$ cat config.mk
export PLATFORM = sky130hd
export DESIGN_NAME = adler32_bucket_index_core_flat
export DESIGN_NICKNAME = d
export VERILOG_FILES = /design/src/abi_pkg.sv /design/src/abi_if.sv /design/src/adler32_bucket_index_core.sv /design/src/flat_wrapper.sv
export SDC_FILE = /design/constraint.sdc
export NUM_CORES = 1
export LEC_CHECK = 0
export CORE_UTILIZATION = 40
export CTS_BUF_LIST = sky130_fd_sc_hd__clkbuf_16
export DETAILED_ROUTE_END_ITERATION = 7
export DONT_BUFFER_PORTS = 1
export PLACE_DENSITY = 0.52
export SYNTH_ARGS = -nofsm -noshare
export SYNTH_HDL_FRONTEND = slang
export SYNTH_SLANG_ARGS = --single-unit
$ cat constraint.sdc
create_clock -name i_clk -period 6 [get_ports i_clk]
set_clock_uncertainty 0.05 [all_clocks]
set_input_delay 0.6 -clock i_clk [delete_from_list [all_inputs] [get_ports i_clk]]
set_output_delay 0.6 -clock i_clk [all_outputs]
set_load 0.1 [all_outputs]
$ cat src/abi_pkg.sv
// ---------------------------------------------------------------------------
// abi_pkg
// Shared widths, constants and helpers for the Adler-32 bucket index core.
// ---------------------------------------------------------------------------
package abi_pkg;

    localparam int unsigned BYTE_W     = 8;
    localparam int unsigned SUM_W      = 16;
    localparam int unsigned HASH_W     = 32;
    localparam int unsigned INDEX_W    = 24;
    localparam int unsigned IBITS_W    = 5;
    localparam int unsigned HIGH_SHIFT = 16;
    localparam int unsigned FOLD_SHIFT = 12;

    typedef logic [BYTE_W-1:0]  t_byte;
    typedef logic [SUM_W-1:0]   t_sum;
    typedef logic [SUM_W:0]     t_sum_ext;
    typedef logic [HASH_W-1:0]  t_hash;
    typedef logic [INDEX_W-1:0] t_index;
    typedef logic [IBITS_W-1:0] t_ibits;

    localparam t_sum_ext ADLER_MOD      = t_sum_ext'(65521);
    localparam t_sum     SUM_LOW_INIT   = t_sum'(1);
    localparam t_sum     SUM_HIGH_INIT  = t_sum'(0);
    localparam t_ibits   MAX_INDEX_BITS = t_ibits'(INDEX_W);
    localparam t_ibits   IBITS_RESET    = t_ibits'(10);

    // One modular add: both operands below the modulus, one subtract fixes it
    function automatic t_sum mod_add(input t_sum a, input t_sum b);
        t_sum_ext s;
        s = {1'b0, a} + {1'b0, b};
        if (s >= ADLER_MOD) begin
            s = s - ADLER_MOD;
        end
        return s[SUM_W-1:0];
    endfunction

    // Mask of the low index bits, width clamped to the index field
    function automatic t_index index_mask(input t_ibits bits);
        t_ibits             n;
        logic [INDEX_W:0]   m;
        n = (bits > MAX_INDEX_BITS) ? MAX_INDEX_BITS : bits;
        m = ({{INDEX_W{1'b0}}, 1'b1} << n) - 1'b1;
        return m[INDEX_W-1:0];
    endfunction

endpackage

$ cat src/abi_if.sv
// ---------------------------------------------------------------------------
// abi_key_if / abi_res_if
// Valid/ready channels for key bytes in and hash results out.
// ---------------------------------------------------------------------------
interface abi_key_if;
    logic             valid;
    logic             ready;
    abi_pkg::t_byte   key_byte;
    logic             last;

    modport source (output valid, output key_byte, output last, input ready);
    modport sink   (input valid, input key_byte, input last, output ready);
endinterface

interface abi_res_if;
    logic             valid;
    logic             ready;
    abi_pkg::t_hash   hash_value;
    abi_pkg::t_index  bucket_index;

    modport source (output valid, output hash_value, output bucket_index, input ready);
    modport sink   (input valid, input hash_value, input bucket_index, output ready);
endinterface

$ cat src/adler32_bucket_index_core.sv
// ---------------------------------------------------------------------------
// adler32_bucket_index_core
// Running Adler-32 over key bytes with a folded, masked bucket index.
// ---------------------------------------------------------------------------
// Takes one key byte per word and sustains one word per cycle, except that a
// last word waits while the result register holds a word the sink does not
// take. Each word is first captured in an input register; when it leaves that
// register the two modular sums are updated and, on a word marked last, the
// hash and bucket index land in the result register. The sum update is two
// chained 16-bit adds, each with one compare and subtract against 65521. A
// zero byte ends the key; later bytes are skipped until the last word. Sums
// return to A=1, B=0 after every last word. index_bits above 24 acts as 24.
// ---------------------------------------------------------------------------
module adler32_bucket_index_core (
    input  logic                   i_clk,
    input  logic                   i_rst_n,
    input  logic                   i_cfg_we,
    input  abi_pkg::t_ibits        i_cfg_data,
    abi_key_if.sink                i_key,
    abi_res_if.source              o_res
);

    // Configuration
    abi_pkg::t_ibits r_index_bits;

    always_ff @(posedge i_clk) begin
        if (!i_rst_n) begin
            r_index_bits <= abi_pkg::IBITS_RESET;
        end else if (i_cfg_we) begin
            r_index_bits <= i_cfg_data;
        end
    end

    // Input stage
    logic            r_s1_valid;
    abi_pkg::t_byte  r_s1_byte;
    logic            r_s1_last;
    logic            s1_go;
    logic            in_take;

    logic            r_out_valid;
    abi_pkg::t_hash  r_hash;
    abi_pkg::t_index r_bucket;

    // A non-last word never needs the result register
    assign s1_go       = r_s1_valid && (!r_s1_last || !r_out_valid || o_res.ready);
    assign i_key.ready = !r_s1_valid || s1_go;
    assign in_take     = i_key.valid && i_key.ready;

    always_ff @(posedge i_clk) begin
        if (!i_rst_n) begin
            r_s1_valid <= 1'b0;
        end else if (in_take) begin
            r_s1_valid <= 1'b1;
        end else if (s1_go) begin
            r_s1_valid <= 1'b0;
        end
    end

    always_ff @(posedge i_clk) begin
        if (in_take) begin
            r_s1_byte <= i_key.key_byte;
            r_s1_last <= i_key.last;
        end
    end

    // Sum update
    abi_pkg::t_sum   r_sum_low;
    abi_pkg::t_sum   r_sum_high;
    logic            r_key_ended;
    abi_pkg::t_sum   add_low;
    abi_pkg::t_sum   add_high;
    logic            do_add;
    abi_pkg::t_sum   n_sum_low;
    abi_pkg::t_sum   n_sum_high;
    abi_pkg::t_hash  hash;
    abi_pkg::t_hash  folded;
    logic            res_load;

    assign add_low  = abi_pkg::mod_add(r_sum_low, {{(abi_pkg::SUM_W-abi_pkg::BYTE_W){1'b0}},
                                                   r_s1_byte});
    assign add_high = abi_pkg::mod_add(r_sum_high, add_low);
    assign do_add   = !r_key_ended && (r_s1_byte != '0);

    assign n_sum_low  = do_add ? add_low  : r_sum_low;
    assign n_sum_high = do_add ? add_high : r_sum_high;

    assign hash     = {n_sum_high, n_sum_low};
    assign folded   = hash ^ (hash >> abi_pkg::FOLD_SHIFT);
    assign res_load = s1_go && r_s1_last;

    always_ff @(posedge i_clk) begin
        if (!i_rst_n) begin
            r_sum_low   <= abi_pkg::SUM_LOW_INIT;
            r_sum_high  <= abi_pkg::SUM_HIGH_INIT;
            r_key_ended <= 1'b0;
        end else if (s1_go) begin
            if (r_s1_last) begin
                r_sum_low   <= abi_pkg::SUM_LOW_INIT;
                r_sum_high  <= abi_pkg::SUM_HIGH_INIT;
                r_key_ended <= 1'b0;
            end else begin
                r_sum_low   <= n_sum_low;
                r_sum_high  <= n_sum_high;
                r_key_ended <= r_key_ended || (r_s1_byte == '0);
            end
        end
    end

    // Result register
    always_ff @(posedge i_clk) begin
        if (!i_rst_n) begin
            r_out_valid <= 1'b0;
        end else if (res_load) begin
            r_out_valid <= 1'b1;
        end else if (o_res.ready) begin
            r_out_valid <= 1'b0;
        end
    end

    always_ff @(posedge i_clk) begin
        if (res_load) begin
            r_hash   <= hash;
            r_bucket <= folded[abi_pkg::INDEX_W-1:0] & abi_pkg::index_mask(r_index_bits);
        end
    end

    assign o_res.valid        = r_out_valid;
    assign o_res.hash_value   = r_hash;
    assign o_res.bucket_index = r_bucket;

    // Checks
    a_sums_in_range: assert property (@(posedge i_clk) disable iff (!i_rst_n)
        ({1'b0, r_sum_low} < abi_pkg::ADLER_MOD) && ({1'b0, r_sum_high} < abi_pkg::ADLER_MOD))
        else $error("Adler sum out of range");

    a_clear_after_last: assert property (@(posedge i_clk) disable iff (!i_rst_n)
        res_load |=> (r_sum_low == abi_pkg::SUM_LOW_INIT) &&
                     (r_sum_high == abi_pkg::SUM_HIGH_INIT) && !r_key_ended)
        else $error("sums not cleared after last word");

    a_s1_hold: assert property (@(posedge i_clk) disable iff (!i_rst_n)
        (r_s1_valid && !s1_go) |=> r_s1_valid && $stable(r_s1_byte) && $stable(r_s1_last))
        else $error("stalled input stage lost its word");

    a_result_holds: assert property (@(posedge i_clk) disable iff (!i_rst_n)
        (r_out_valid && !o_res.ready) |=> !$past(res_load) || r_out_valid)
        else $error("result register dropped a word");

endmodule
$ cat src/flat_wrapper.sv
// flat-port wrapper written by rule: the top's interface ports become plain ports
module adler32_bucket_index_core_flat 
  (i_clk, i_rst_n, i_cfg_we, i_cfg_data, i_key_valid, i_key_key_byte, i_key_last, i_key_ready, o_res_valid, o_res_hash_value, o_res_bucket_index, o_res_ready);
  abi_key_if i_key_i ();
  abi_res_if o_res_i ();
  input  logic i_clk;
  input  logic i_rst_n;
  input  logic i_cfg_we;
  input  abi_pkg::t_ibits i_cfg_data;
  input wire logic [$bits(i_key_i.valid)-1:0] i_key_valid;
  input wire logic [$bits(i_key_i.key_byte)-1:0] i_key_key_byte;
  input wire logic [$bits(i_key_i.last)-1:0] i_key_last;
  output wire logic [$bits(i_key_i.ready)-1:0] i_key_ready;
  output wire logic [$bits(o_res_i.valid)-1:0] o_res_valid;
  output wire logic [$bits(o_res_i.hash_value)-1:0] o_res_hash_value;
  output wire logic [$bits(o_res_i.bucket_index)-1:0] o_res_bucket_index;
  input wire logic [$bits(o_res_i.ready)-1:0] o_res_ready;
  assign i_key_i.valid = i_key_valid;
  assign i_key_i.key_byte = i_key_key_byte;
  assign i_key_i.last = i_key_last;
  assign i_key_ready = i_key_i.ready;
  assign o_res_valid = o_res_i.valid;
  assign o_res_hash_value = o_res_i.hash_value;
  assign o_res_bucket_index = o_res_i.bucket_index;
  assign o_res_i.ready = o_res_ready;
  adler32_bucket_index_core u_core (.i_clk(i_clk), .i_rst_n(i_rst_n), .i_cfg_we(i_cfg_we), .i_cfg_data(i_cfg_data), .i_key(i_key_i), .o_res(o_res_i));
endmodule
==> summary.md <==
| Metric | Value |
|---|---|
| Status | finished with violations |
| Failing checks | setup timing |
| Global-route wire length before repair | 41.0 mm |
| Seq cells post-synth | about 110 |
| Number of clock buffers inserted by TritonCTS | 9 |
| Iteration-0 DRC count of the detailed router | 533 |
| # port buffers | 0 |
| Cells on Worst Hold Path | 1 |
| Post-route cell area | between 10000 and 15000 um2 |
| FF-to-FF End | u_core.o_res.bucket_index[19] |
| Initial Util | 41.0% |
| Crit path max-delay family | compound AO/OA/AOI/OAI gates |
| PwrDens | 218 nW/um2 |
| Cell Rows | 50 |
| Max_cap viols | 0 |
| Maximum VDD drop | ~0.15 mV |
| Hold_sp | i_rst_n |
| Vias/cell | 5.97 |
| IO Pins | 77 |
| Slowest stage cell on the critical path | or4b_4 |
| Top_reg_cell synth | edfxtp_1 |
| Core ar. | 18800 um2 |
| Switching Share | 36.4% |
| CP required | 6.07 ns |
| Max transition margin | 19.2% |
| Die W | 141 um |
| Pint | 0.00147 W |
| Htree depth | 3 |
| Tcrit/Tclk final | 106% |
| Arrival time worst endpoint | 6.41 ns |
| Layout cell share with drive strength beyond 1 | between 30% and 40% |
| P_leak | between 4 and 5 nW |
| Post-synth cell types | 95 |
| Fin nets | 1100 |
| CTS tree | yes |
| Area Growth Syn to Fin | 37.8% |
| Final hold vios | 0 |
| Chip height | about 140 um |
| YS warnings | 0 |
| Seq pwr share | 40.6% |
| Worst Path Max Fanout | 5 |
| # DRC | 0 |
| CP Capture Type | flip-flop |
| Startpoint types | flip-flop |
| Clock transition at the registers of the reported paths | 0.09 ns |
| Number of enable flip-flop cells after synthesis | 65 |
| Final Instance Count excl. Fillers | 1287 |
| Clock root buffer master | clkbuf_16 |
| Hold Crit Class | in -> reg |
| Slack of the critical path | -0.339 ns |
| Post-placement cell count | 1233 |
| Tot GR Track Use | 27.3% |
| Cell taking the most area after synthesis | edfxtp_1 |
| Top post-synthesis cells by area | edfxtp_1 (25%), dfxtp_1 (10%), ha_1 (5.0%), nand2_1 (4.4%), xnor2_1 (3.5%) |
| Tot Pwr | 0.00232 W |
| Gr ovfl total | 0 |
| CP Depth | 26 |
| Vias after detailed routing | ~7700 |
| Dpl cell area | roughly 9200 um2 |
| Register-to-register setup slack | -0.34 ns |
| Die ar. | ~20000 um2 |
| Post-Syn Area per Cell | 8.82 um2 |
| Top cell type's share of synthesized area | 25.4% |
| Number of global-route vias before repair | between 7000 and 8000 |
| First-pass iteration count of the detailed router | 5 |
| GPL Wtd Cong | 0.921 |
| Final setup fails | 45 |
| Ys async rst share | 0% |
| Sequential fraction of the synthesis area | 35.8% |
| Slew Viols, Final | 0 |
| Min Tclk post-route | 6.34 ns |
| Worst path most repeated cell | buf_4 |
| Post-Syn Instances | 873 |
| R2R depth | 26 |
| Clock Power Share | a little over a quarter |
| Actual slew at the worst max-slew pin | approximately 1.2 ns |
| Combinational group share of total power | 32.2% |
| Worst Hold End | u_core.r_index_bits[1] |
| CTS Sinks | 105 |
| DP HPWL | around 20 mm |
| Overall routed net length | 26.9 mm |
| Fmax | 158 MHz |
| Largest stage delay, worst path | 0.51 ns |
| WL/cell | 20.9 um |
| Reg2reg start | u_core.r_s1_byte[0] |
| Total negative slack | -7.01 ns |
| Clk buf depth | 2 |
| Worst-Skew Late Latency | 0.37 ns |
| Syn Nets | 925 |
| Initial antenna violation count | 0 |
| Largest net degree at the start of global routing | 54 |
| RSZ-0062 raised after global routing | true |
| Psw | 0.000843 W |
| Worst Path Buf+Inv | 4 |
| Synthesized area | 7700 um2 |
| Final ANT Viol Nets | 0 |
| Critical path class | reg -> reg |
| ANT cells | 0 |
[power groups by stage]
| stage | clock, W | sequential (W) | combinational, W |
|---|---|---|---|
| 6_report | 0.000629 | 0.000941 | 0.000747 |
| 5_1_grt | 0.000667 | 0.000945 | 0.000805 |
| 4_1_cts | 0.000644 | 0.000941 | 0.000682 |
| 3_5_place_dp | 0 | 0.000957 | 0.000605 |
| 3_3_place_gp | 0 | 0.000957 | 0.000597 |
| 2_1_floorplan | 0 | 0.000942 | 0.000341 |
[layout make-up]
type / instances / area [um2]
clock inverter: 7 / 91.3
inverter: 23 / 86.3
timing repair buffer: 216 / 1780
sequential: 105 / 2750
tap: 234 / 293
clock buffer: 9 / 225
fill: 1667 / 8160
multi-input combinational: 693 / 5380
[synthesized netlist by cell type (6+ instances only)]
cell type,n
nand2_1,91
edfxtp_1,65
nor2_1,62
o21ai_0,52
a21oi_1,46
dfxtp_1,40
clkbuf_1,39
nand3_1,37
ha_1,31
xnor2_1,31
nor2b_1,28
inv_1,22
a22oi_1,19
nor3_1,19
xor2_1,16
and3_1,15
o211ai_1,15
a21o_1,14
a31oi_1,14
or2_2,14
and2_1,11
mux2i_1,11
or3_1,11
nand2b_1,10
a211oi_1,9
nand4_1,9
o31ai_1,9
a21boi_0,7
a32o_1,6
buf_2,6
[sequential cells by signal, indices dropped and copies added, names as in the netlist]
register                   count
u_core.o_res.valid             1
u_core.o_res.hash_value       32
u_core.r_s1_byte               8
u_core.r_key_ended             1
u_core.o_res.bucket_index     24
u_core.r_s1_valid              1
u_core.r_index_bits            5
u_core.r_s1_last               1
u_core.r_sum_low              16
u_core.r_sum_high             16
[worst max-delay path by stage]
stage,from,end,slack (ns)
floorplan,u_core.r_s1_byte[0],u_core.o_res.bucket_index[19],-0.21
global placement,u_core.r_s1_byte[0],u_core.o_res.bucket_index[12],-0.59
detailed placement,u_core.r_s1_byte[0],u_core.o_res.bucket_index[12],-0.66
CTS,u_core.r_s1_byte[0],u_core.o_res.bucket_index[17],-0.27
global route,u_core.r_s1_byte[0],u_core.o_res.bucket_index[19],-0.61
finish,u_core.r_s1_byte[0],u_core.o_res.bucket_index[19],-0.34
[stage by stage]
stage / hold WS [ns] / util [%] / setup slack, ns
2_1_floorplan: 0.408 / - / -0.206
3_3_place_gp: 0.436 / 48.9 / -0.586
3_5_place_dp: 0.437 / 48.9 / -0.663
4_1_cts: 0.248 / 54.6 / -0.266
5_1_grt: 0.261 / 56.5 / -0.608
6_report: 0.271 / 56.5 / -0.339
[timing repair]
| action | 4_1_cts | 5_1_grt |
|---|---|---|
| hold buffers | 0 | 0 |
| endpoints found under the hold margin | 0 | 0 |
| setup buffers | 32 | 19 |
| pin swaps | 60 | 53 |
| resized for setup | 104 | 66 |
| endpoints found under the setup margin | 51 | 52 |
[layer usage]
layer	wire (um)	global-route usage [%]	share of wire (%)
met1	12100	36.9	45
met2	12300	43.8	46
met3	1660	4.28	6.2
met4	838	10.4	3.1
met5	0	0	0
[logic make-up (layout without fill, tap and decap cells)]
kind of cell | Yosys count | in the layout | synth area share (%)
adder cells (fa/ha/maj) | 33 | 33 | 5.56
buffers and inverters | 75 | 255 | 4.36
AND/OR/NAND/NOR | 338 | 338 | 22.7
XOR/XNOR | 47 | 47 | 5.35
flip-flops | 105 | 105 | 35.8
multiplexers | 15 | 15 | 2.11
AO/OA/AOI/OAI | 260 | 260 | 24.2
[placed cells by master, fill, tap and decap left out, types with 6 or more instances in the layout]
cell	n
mux2i_1	8
and2_1	11
xnor2_1	23
nor2_1	60
clkbuf_16	9
o31ai_1	7
a31oi_1	10
and3_1	8
and3_4	6
dfxtp_1	40
o21ai_1	9
xor2_1	12
nor3_1	11
nand2b_1	10
edfxtp_1	65
or3_1	7
nand4_1	9
nand3_1	28
a21oi_2	7
o211ai_1	15
buf_6	31
a21o_1	14
inv_1	18
nor2b_1	26
nand2_1	84
xnor2_2	7
a22oi_1	17
ha_1	27
a211oi_1	7
o21ai_2	7
o21ai_0	39
or2_2	13
a32o_1	6
a21oi_1	38
buf_4	182
Note: power is estimated with default switching activity, not from simulation.
